--- config.mk ---
export PLATFORM = sky130hd
export DESIGN_NAME = coe_ctrl
export DESIGN_NICKNAME = d
export VERILOG_FILES = /design/src/design/coe_pkg.sv /design/src/design/coe_ctrl.sv
export SDC_FILE = /design/constraint.sdc
export NUM_CORES = 1
export LEC_CHECK = 0
export ABC_AREA = 0
export BUFFER_PORTS_ARGS = -buffer_cell sky130_fd_sc_hd__buf_4
export CAP_MARGIN = 30
export CORE_MARGIN = 2
export CORE_UTILIZATION = 40
export CTS_CLUSTER_SIZE = 40
export DETAILED_ROUTE_END_ITERATION = 6
export PLACE_DENSITY_LB_ADDON = 0.15
export SETUP_SLACK_MARGIN = 0.2
export SLEW_MARGIN = 20
export SYNTH_ARGS = -nofsm -noshare
export SYNTH_HDL_FRONTEND = slang
export SYNTH_SLANG_ARGS = --single-unit
export TNS_END_PERCENT = 10
--- constraint.sdc ---
create_clock -name aclk -period 4.2 [get_ports aclk]
set_input_delay 0.42 -clock aclk [delete_from_list [all_inputs] [get_ports aclk]]
set_output_delay 0.42 -clock aclk [all_outputs]
set_load 0.01 [all_outputs]
--- src/design/coe_pkg.sv ---
// Types and constants of the clock offset estimator
package coe_pkg;

    localparam int IN_W      = 63;
    localparam int OFF_W     = 64;
    localparam int LIMIT_W   = 30;
    localparam int FACTOR_W  = 4;
    localparam int CFG_A_W   = 2;
    // window sums with one fractional bit, up to 512 samples, plus sign
    localparam int ACC_W     = 74;
    localparam int DCNT_W    = $clog2(ACC_W + 1);
    localparam int PROD_W    = ACC_W + FACTOR_W + 1;

    localparam logic [CFG_A_W-1:0] REG_LIMIT  = 2'd0;
    localparam logic [CFG_A_W-1:0] REG_FACTOR = 2'd1;

    localparam logic [LIMIT_W-1:0]  LIMIT_RST  = 30'd20000000;
    localparam logic [FACTOR_W-1:0] FACTOR_RST = 4'd3;

    // controller to datapath
    typedef struct packed {
        logic load_in;
        logic mem_wr;
        logic acc_clr;
        logic acc_rt;
        logic acc_d;
        logic div_start;
        logic div_mean;
        logic take_mean;
        logic off_load;
        logic upd_off;
        logic full;
        logic out_load;
        logic out_acc;
    } cmd_t;

    // datapath to controller
    typedef struct packed {
        logic div_done;
        logic reject;
    } sts_t;

endpackage

--- src/design/coe_ctrl.sv ---
// Sequencer of the clock offset estimator: sweeps, divides and result hand-off
module coe_ctrl #(
    parameter int W  = 16,
    parameter int AW = 4,
    parameter int CW = 5
) (
    input  logic          aclk,
    input  logic          aresetn,
    input  logic          s_tvalid,
    output logic          s_tready,
    output logic          m_tvalid,
    input  logic          m_tready,
    input  coe_pkg::sts_t sts,
    output coe_pkg::cmd_t cmd,
    output logic [AW-1:0] addr,
    output logic [CW-1:0] fill
);
    import coe_pkg::*;

    localparam logic [3:0] S_IDLE = 4'd0;
    localparam logic [3:0] S_FWR  = 4'd1;
    localparam logic [3:0] S_RSWP = 4'd2;
    localparam logic [3:0] S_DIVM = 4'd3;
    localparam logic [3:0] S_MUL  = 4'd4;
    localparam logic [3:0] S_CMP  = 4'd5;
    localparam logic [3:0] S_DSWP = 4'd6;
    localparam logic [3:0] S_DIVO = 4'd7;
    localparam logic [3:0] S_OFFS = 4'd8;
    localparam logic [3:0] S_UPD  = 4'd9;
    localparam logic [3:0] S_OUT  = 4'd10;
    localparam logic [3:0] S_REJ  = 4'd11;
    localparam logic [3:0] S_RDIV = 4'd12;
    localparam logic [3:0] S_ODIV = 4'd13;

    localparam logic [CW-1:0] FULL_N = CW'(W);
    localparam logic [AW-1:0] WP_MAX = AW'(W - 1);

    logic [3:0]    state_reg, state_next;
    logic [CW-1:0] fill_reg, fill_next;
    logic [AW-1:0] wp_reg, wp_next;
    logic [CW-1:0] cnt_reg, cnt_next;
    logic          mv_reg, mv_next;
    logic          out_free;

    assign out_free = !mv_reg || m_tready;
    assign s_tready = (state_reg == S_IDLE);
    assign m_tvalid = mv_reg;
    assign fill     = fill_reg;

    // next state and command decode
    always_comb begin
        state_next = state_reg;
        fill_next  = fill_reg;
        wp_next    = wp_reg;
        cnt_next   = cnt_reg;
        mv_next    = mv_reg && !m_tready;
        cmd        = '0;
        cmd.full   = (fill_reg == FULL_N);
        addr       = cnt_reg[AW-1:0];
        case (state_reg)
            S_IDLE: begin
                if (s_tvalid) begin
                    cmd.load_in = 1'b1;
                    cmd.acc_clr = 1'b1;
                    cnt_next    = '0;
                    state_next  = (fill_reg == FULL_N) ? S_RSWP : S_FWR;
                end
            end
            S_FWR: begin
                addr       = fill_reg[AW-1:0];
                cmd.mem_wr = 1'b1;
                fill_next  = fill_reg + 1'b1;
                state_next = S_DSWP;
            end
            S_RSWP: begin
                cmd.acc_rt = (cnt_reg != '0);
                cnt_next   = cnt_reg + 1'b1;
                if (cnt_reg == FULL_N) begin
                    state_next = S_RDIV;
                end
            end
            // last round trip is in the accumulator now
            S_RDIV: begin
                cmd.div_start = 1'b1;
                cmd.div_mean  = 1'b1;
                state_next    = S_DIVM;
            end
            S_DIVM: begin
                if (sts.div_done) begin
                    state_next = S_MUL;
                end
            end
            S_MUL: begin
                cmd.take_mean = 1'b1;
                state_next    = S_CMP;
            end
            S_CMP: begin
                if (sts.reject) begin
                    state_next = S_REJ;
                end else begin
                    addr        = wp_reg;
                    cmd.mem_wr  = 1'b1;
                    cmd.acc_clr = 1'b1;
                    cnt_next    = '0;
                    wp_next     = (wp_reg == WP_MAX) ? '0 : wp_reg + 1'b1;
                    state_next  = S_DSWP;
                end
            end
            S_DSWP: begin
                cmd.acc_d = (cnt_reg != '0);
                cnt_next  = cnt_reg + 1'b1;
                if (cnt_reg == fill_reg) begin
                    state_next = S_ODIV;
                end
            end
            // last offset term is in the accumulator now
            S_ODIV: begin
                cmd.div_start = 1'b1;
                state_next    = S_DIVO;
            end
            S_DIVO: begin
                if (sts.div_done) begin
                    state_next = S_OFFS;
                end
            end
            S_OFFS: begin
                cmd.off_load = 1'b1;
                state_next   = S_UPD;
            end
            S_UPD: begin
                cmd.upd_off = 1'b1;
                state_next  = S_OUT;
            end
            S_OUT, S_REJ: begin
                if (out_free) begin
                    cmd.out_load = 1'b1;
                    cmd.out_acc  = (state_reg == S_OUT);
                    mv_next      = 1'b1;
                    state_next   = S_IDLE;
                end
            end
            default: state_next = S_IDLE;
        endcase
    end

    always_ff @(posedge aclk) begin
        if (!aresetn) begin
            state_reg <= S_IDLE;
            fill_reg  <= '0;
            wp_reg    <= '0;
            cnt_reg   <= '0;
            mv_reg    <= 1'b0;
        end else begin
            state_reg <= state_next;
            fill_reg  <= fill_next;
            wp_reg    <= wp_next;
            cnt_reg   <= cnt_next;
            mv_reg    <= mv_next;
        end
    end

endmodule

Word-level counts from Yosys, hierarchy flattened
Cells that the tools add are included.

storage, ports and cells
  flip-flop bits (word level) = 19
  bits in latches = 0
  memory bits (writable) = 0
  ROM bits = 0
  input bits = 6
  output and inout bits = 24
  word-level logic and storage cells = 77
  memories = 0

cells by class
  add/sub/neg operators = 3
  $mul = 0
  div/mod/pow operators = 0
  $lt $le $gt $ge = 0
  equal/unequal tests = 24
  shift-type cells = 0
  muxes and demuxes = 31
  bitwise logic cells = 1
  reduce and logical (&&, ||, !) cells = 13

operators by type and width
  cell                   number
  $pmux W4 S13           1
  $mux W4                9
  $eq A4 B4 Y1 const B   7
  $eq A4 B3 Y1 const B   4
  $pmux W5 S3            1
  $ne A2 B2 Y1 const B   7
  $mux W1                11
  $add A5 B1 Y5 const B  2
  $eq A5 B5 Y1 const B   2
  $mux W5                2
  $eq A4 B2 Y1 const B   2
  $mux W2                4
  $pmux W4 S2            1
  $reduce_and A6 Y1      1
  $reduce_or A2 Y1       3
  $eq A5 B5 Y1           1
  $reduce_bool A5 Y1     1
  $add A4 B1 Y4 const B  1
  $eq A4 B1 Y1 const B   1
  $logic_not A4 Y1       1
  $pmux W1 S2            2
  $reduce_and A3 Y1      1
  $reduce_bool A3 Y1     1
  $logic_not A1 Y1       2
  4 further kinds        4

Logic depth before layout (Yosys ltp)
Gate-level depths: netlist (run 1).

  depth in word-level cells = 4
  depth in mapped cells = 7
  mapped depth without buffers = 7

Least setup slack after synthesis (run 1)
Ideal clock, no wire load.

  path type = register -> output
  start = register state_reg[1]
  end = output port addr[0]
  arrival = 1540 ps
  data required time = 3780 ps
  path slack = 2240 ps
  stages on the path, launching flop included = 7
  path buffers = 2
  cell sequence = dfxtp_1 > buf_6 > or3b_1 > buf_6 > a21o_4 > a222oi_1 > inv_1

between the ends
  word-level cells in the longest chain between the ends = 2
  elaborated cells on any way between the ends = 3
  classes of those cells = eq/ne (2); mux (1)

ends and longest elaborated chain
  what                                                 RTL line         source
  from (decl)                                          coe_ctrl.sv:38   logic [3:0] state_reg, state_next;
  from (signal assigned)                               coe_ctrl.sv:154  state_reg <= state_next;
  $eq A4 B3 Y1 / $eq A4 B1 Y1 (equally long branches)  coe_ctrl.sv:60   case (state_reg)
  $pmux W4 S2 *                                        coe_ctrl.sv:60
  to (decl)                                            coe_ctrl.sv:15   output logic [AW-1:0] addr,

Every way passes the cells marked *; elsewhere a longest branch is shown, timed or not.

Worst setup path after layout (run 1)
  start = register state_reg[0]
  end = output port addr[0]

Same word-level chain as after synthesis.

==> flow_summary.yaml, run 1 <==
worst_hold_path:
  worstHoldPathCells: 3
  worstHoldStart: "m_tready"
  worstHoldPathType: "in -> reg"
logic_synthesis:
  synth.largest_area_cell: "sky130_fd_sc_hd__dfxtp_1"
  post_synth_num_cell_types: 48
  yosys-top-cells-area: "sky130_fd_sc_hd__dfxtp_1 (28%), sky130_fd_sc_hd__xnor2_1 (7.6%), sky130_fd_sc_hd__ha_1 (4.5%), sky130_fd_sc_hd__nor2_1 (4.1%), sky130_fd_sc_hd__nand2_1 (3.8%)"
  syn_inst: 171
  synth_area_per_cell_um2: 8.06
  synth-edff-count: 0
  netlist.area_leader.share: 0.276
  async_reset_ff_frac: 0
  ys_dominant_reg_cell: "sky130_fd_sc_hd__dfxtp_1"
  yosysWarningCount: 0
  synth.cell_area_mm2: 0.00138
  ys_seq_area_frac: 0.276
  synth.ff_latch_count: 19
  net_count_of_the_mapped_netlist: 182
sta:
  slew_headroom: 0.531
  finalHoldViolCount: 0
  period_share: 0.658
  post-route-min-period_ns: 2.76
  unrepaired_setup_endpoints_after_global_routing: "no"
  fmax_mhz: 362
  setup_total_negative_slack_ns: 0
  finalMaxSlewViolations: 0
  clock-skew-final_ns: 0.00396
  finalSetupViolCount: 0
  max_slew.worst_pin.slew_ns: 0.695
setup_path:
  critPathSlowestCell: "sky130_fd_sc_hd__dfxtp_1"
  worst_r2r_startpoint: "state_reg[2]"
  timing.critical_path.from: "state_reg[0]"
  cp_arrival_ns: 2.34
  criticalPathCategory: "reg -> out"
  critical_path_depth: 5
  timing.critical_path.required_ns: 3.78
  path_delay_family: "flip-flops"
  worst-r2r-cell-count: 5
  critical_path.max_fanout: 17
  cp_cell_sequence: "or3b_1 > a21o_4 > a222oi_1 > inv_1 > buf_4"
  number_of_buffers_and_inverters_on_the_critical_path: 2
  timing.critical_path.to_type: "output port"
  worstSetupStartpointType: "flop"
  cp_slowest_stage_delay_ns: 0.68
power:
  power.density_cell_area_mw_per_mm2: 514
  cellLeakagePower_uw: 0.000656
  power.combinational.fraction: 0.511
  p_sw_uw: 373
  clockPowerShare: 0.114
  vdd_ir_drop_max_mv: 0.195
  internal_power_uw: 458
  power.share.switching: 0.449
  seq_power_share: 0.376
final_layout:
  sequential_cell_area_um2: 380
  antenna-diode-count: 0
  multiInputGateArea_um2: 897
  most-common-layout-cells: "sky130_fd_sc_hd__buf_4 (29), sky130_fd_sc_hd__dfxtp_1 (19), sky130_fd_sc_hd__nor2_1 (15), sky130_fd_sc_hd__nand2_1 (14), sky130_fd_sc_hd__xnor2_1 (12)"
  final_net_count: 205
  area.growth.synth_to_final_pct: 17.2
  layout_commonest_cell: "sky130_fd_sc_hd__buf_4"
  layout.core_utilization: 0.488
  layout-drive-gt1-share: 0.197
  num-fill-cells: 354
place:
  place_hpwl_um: 2300
  buffer_ports.inserted: 29
  place.gp.congestion: 0.790
clock_network:
  post_cts_resize_count: 0
  htreeDepth: 1
  cts_hold_buf: 0
  cts_tree: "built"
  clock_tree.root_cell: "sky130_fd_sc_hd__clkbuf_4"
  cts_num_sinks: 19
  cts_buffer_depth: 2
  path_clk_slew_ns: 0.11
  clock_insertion_delay_worst_skew_ns: 0.30
  postCtsSetupBuffers: 0
  cts_inserted_buffers: 3
floorplanning:
  rows: 21
  core-area_mm2: 0.00331
  floorplan.initialDensity: 0.416
  io_pins: 30
  die-area_mm2: 0.00393
  chipHeight_um: 62.7
  fp.dieW_um: 62.7
drt:
  route.detailed.wl_per_inst_um: 13.1
  vias: 1225
  antenna_violating_nets_post_route: 0
  detail_route.wirelength_um: 3140
  post-route-drc-count: 0
  detail_route.vias_per_cell: 5.13
  drt_first_iter_violations: 52
  detail_route.first_pass.iterations: 4
grt:
  grt_util_all_layers: 0.175
  grt_start_max_net_pins: 19
  first_global_vias: 1160
  grt_overflow: 0
  grt_antenna_before_repair: 0
  grt_pass1_wl_um: 5570
run:
  cap_viol_max_count: 0
status:
  status: "finished, final reports clean"
-- cell usage after synthesis (2+ instances only) --
cell type,count
sky130_fd_sc_hd__nand2b_1,3
sky130_fd_sc_hd__nand3_1,4
sky130_fd_sc_hd__a21boi_0,3
sky130_fd_sc_hd__nor2_1,15
sky130_fd_sc_hd__dfxtp_1,19
sky130_fd_sc_hd__ha_1,5
sky130_fd_sc_hd__buf_2,3
sky130_fd_sc_hd__a21oi_1,8
sky130_fd_sc_hd__xnor2_1,12
sky130_fd_sc_hd__and2_1,7
sky130_fd_sc_hd__a22oi_1,3
sky130_fd_sc_hd__nand2_1,14
sky130_fd_sc_hd__nor3b_1,2
sky130_fd_sc_hd__a31oi_1,2
sky130_fd_sc_hd__a211oi_1,2
sky130_fd_sc_hd__nand4_1,2
sky130_fd_sc_hd__o21ai_0,9
sky130_fd_sc_hd__mux2i_1,4
sky130_fd_sc_hd__xor2_1,2
sky130_fd_sc_hd__nor3_1,5
sky130_fd_sc_hd__buf_6,2
sky130_fd_sc_hd__inv_1,10
sky130_fd_sc_hd__nor2b_1,6
sky130_fd_sc_hd__clkbuf_1,5
-- power groups by stage --
stage	Clock [uW]	Sequential, uW	Combinational (uW)
2_1_floorplan	0	241	390
3_3_place_gp	0	311	420
3_5_place_dp	0	313	426
4_1_cts	99.8	309	429
5_1_grt	111	322	482
6_report	94.4	312	424
-- cells by family after synthesis --
kind of cell,after synthesis,synth area share
AOI/OAI and AO/OA,41,0.209
xor gates and xnor gates,14,0.0889
adders and majority gates,5,0.0454
buffers and inverters,21,0.0735
DFF,19,0.276
muxes,4,0.0290
and+or+nand+nor,67,0.279
-- path summary, 6_finish.rpt --
path / end / slack, ns
setup / recovery: addr[0] / 1.44
hold / removal: m_tvalid / 0.41
setup reg to reg: cnt_reg[1] / 2.07
hold reg to reg: wp_reg[3] / 0.52
-- worst register-to-register path, stage by stage (launching register included) --
cell,delay [ns]
sky130_fd_sc_hd__dfxtp_1,0.76
sky130_fd_sc_hd__nand2_1,0.27
sky130_fd_sc_hd__or3_4,0.41
sky130_fd_sc_hd__a21oi_1,0.29
sky130_fd_sc_hd__mux2i_1,0.23
sky130_fd_sc_hd__nor2_1,0.05
-- area by class of cell --
class | instances | area share
clock buffer | 4 | 0.0163
timing repair buffer | 29 | 0.135
tap | 46 | 0.0356
sequential | 19 | 0.235
inverter | 10 | 0.0232
multi-input combinational | 131 | 0.555
-- metrics by stage --
stage	total power (uW)	setup slack [ns]	instance area (um2)	hold WS [ns]	instances
final	831	1.44	1620	0.414	239
after CTS	838	1.46	1620	0.412	239
after global routing	914	1.33	1620	0.420	239
after floorplan	631	2.24	1380	0.470	171
after detailed placement	739	1.82	1590	0.505	235
after global placement	731	1.85	1590	0.499	235
-- routing by layer --
| metal | vias to the layer above | wire [um] | track usage | part of all wire |
|---|---|---|---|---|
| met5 | - | 0 | 0 | 0 |
| met4 | 0 | 45 | 0.0667 | 0.014 |
| met3 | 4 | 119 | 0.0324 | 0.038 |
| met2 | 24 | 1410 | 0.276 | 0.45 |
| met1 | 559 | 1570 | 0.236 | 0.50 |
| li1 | 638 | - | - | - |
Note: power is estimated with default switching activity, not from simulation.
==> run 2, diff against run 1 <==
==> constraint.sdc (replaced) <==
create_clock -name aclk -period 2.76 [get_ports aclk]
set_input_delay 0.276 -clock aclk [delete_from_list [all_inputs] [get_ports aclk]]
set_output_delay 0.276 -clock aclk [all_outputs]
set_load 0.01 [all_outputs]
==> flow_summary.yaml, run 2 (same netlist as run 1, synthesis figures left out) <==
setup_path:
  timing.critical_path.to_type: "output port"
  setup.reg_to_reg.worst_slack_ns: 0.93
  worstSetupStartpointType: "flop"
  worst-r2r-cell-count: 5
  worst_r2r_startpoint: "cnt_reg[2]"
  critical_path.max_fanout: 6
  cp_arrival_ns: 2.00
  timing.critical_path.required_ns: 2.48
  r2r_end: "state_reg[3]"
  criticalPathCategory: "reg -> out"
grt:
  first_global_vias: 1275
  gr-usage-met3: 0.0360
  grt_start_max_net_pins: 18
  top_usage_layer: "met2"
  grt_overflow: 0
  grt.met2_usage: 0.301
  gr_util_met1: 0.217
  grt_pass1_wl_um: 5680
  grt_util_all_layers: 0.177
  grt_antenna_before_repair: 0
clock_network:
  clock_tree.root_cell: "sky130_fd_sc_hd__clkbuf_4"
  cts_hold_buf: 0
  cts_num_sinks: 19
  cts_buffer_depth: 2
  cts_inserted_buffers: 3
  htreeDepth: 1
  postCtsSetupBuffers: 0
  cts_tree: "built"
  post_cts_resize_count: 0
  clock_insertion_delay_worst_skew_ns: 0.30
  path_clk_slew_ns: 0.11
drt:
  vias: 1287
  antenna_violating_nets_post_route: 0
  post-route-drc-count: 0
  detail_route.first_pass.iterations: 4
  drt_first_iter_violations: 52
  detail_route.vias_per_cell: 5.30
  detail_route.wirelength_um: 3230
  route.detailed.wl_per_inst_um: 13.3
place:
  place.gp.congestion: 0.770
  place_hpwl_um: 2420
  placedInstanceArea_mm2: 0.00162
  buffer_ports.inserted: 29
sta:
  slew_headroom: 0.570
  post-route-min-period_ns: 2.27
  max_slew.worst_pin.slew_ns: 0.638
  finalMaxSlewViolations: 0
  fmax_mhz: 440
  setup_total_negative_slack_ns: 0
  finalHoldViolCount: 0
  clock-skew-final_ns: 0.00244
  finalSetupViolCount: 0
  period_share: 0.824
  unrepaired_setup_endpoints_after_global_routing: "no"
final_layout:
  stdcell_area_mm2: 0.00165
  final_net_count: 209
  area.growth.synth_to_final_pct: 19.4
  most-common-layout-cells: "sky130_fd_sc_hd__buf_4 (33), sky130_fd_sc_hd__dfxtp_1 (19), sky130_fd_sc_hd__nor2_1 (15), sky130_fd_sc_hd__nand2_1 (14), sky130_fd_sc_hd__xnor2_1 (12)"
  num-fill-cells: 357
  antenna-diode-count: 0
  multiInputGateArea_um2: 897
  sequential_cell_area_um2: 380
  layout_commonest_cell: "sky130_fd_sc_hd__buf_4"
  layout-drive-gt1-share: 0.213
  layout.core_utilization: 0.497
worst_hold_path:
  worstHoldPathCells: 3
  worstHoldStart: "m_tready"
  worstHoldPathType: "in -> reg"
  min_to: "m_tvalid"
power:
  power.density_cell_area_mw_per_mm2: 795
  power.share.switching: 0.444
  power.combinational.fraction: 0.601
  cellLeakagePower_uw: 0.000677
  vdd_ir_drop_max_mv: 0.320
  p_sw_uw: 581
  seq_power_share: 0.287
  internal_power_uw: 727
  clockPowerShare: 0.112
floorplanning:
  core-area_mm2: 0.00331
  die-area_mm2: 0.00393
  floorplan.initialDensity: 0.416
  io_pins: 30
  chipHeight_um: 62.7
  fp.dieW_um: 62.7
  rows: 21
status:
  status: "finished, final reports clean"
run:
  cap_viol_max_count: 0
run 2: cell types whose count changed in the layout (fill, tap and decap cells not counted):
| cell | before | now |
|---|---|---|
| sky130_fd_sc_hd__buf_4 | 29 | 33 |
run 2: power by group through the flow:
stage	clock (uW)	combinational [uW]	sequential, uW
finish	147	787	375
floorplan	0	593	367
detailed placement	0	783	381
CTS	152	789	376
global placement	0	776	378
global route	162	882	382
run 2: how the worst max path moves through the flow:
stage                  from  slack, ns      end  depth (start not counted)
5_1_grt        state_reg[3]       0.40  addr[0]                          5
6_report       state_reg[3]       0.49  addr[0]                          5
4_1_cts        state_reg[3]       0.48  addr[0]                          5
2_1_floorplan  state_reg[1]       0.94  addr[0]                          6
3_5_place_dp   state_reg[3]       0.85  addr[0]                          5
3_3_place_gp   state_reg[3]       0.87  addr[0]                          5
run 2: final cells by class:
class	instances	share of cell area
tap	46	0.0350
inverter	10	0.0228
timing repair buffer	33	0.150
multi-input combinational	131	0.545
clock buffer	4	0.0160
sequential	19	0.231
run 2: per-stage QoR:
stage / instances / hold slack (ns) / total power (uW) / setup slack, ns
floorplan: 171 / 0.414 / 961 / 0.944
global placement: 239 / 0.497 / 1150 / 0.867
global route: 243 / 0.288 / 1430 / 0.403
detailed placement: 239 / 0.505 / 1160 / 0.851
CTS: 243 / 0.267 / 1320 / 0.480
finish: 243 / 0.279 / 1310 / 0.486
run 2: worst max-delay path, stage by stage (launching register included):
cell,delay [ns]
sky130_fd_sc_hd__dfxtp_1,0.38
sky130_fd_sc_hd__or3b_1,0.53
sky130_fd_sc_hd__a21o_4,0.26
sky130_fd_sc_hd__a222oi_1,0.32
sky130_fd_sc_hd__inv_1,0.07
sky130_fd_sc_hd__buf_4,0.15
run 2: per-layer routing:
layer	vias to the layer above	part of all wire	wire length (um)
met5	-	0	0
met4	0	0.0096	31
met3	4	0.051	166
met2	36	0.47	1510
met1	601	0.47	1530
li1	646	-	-
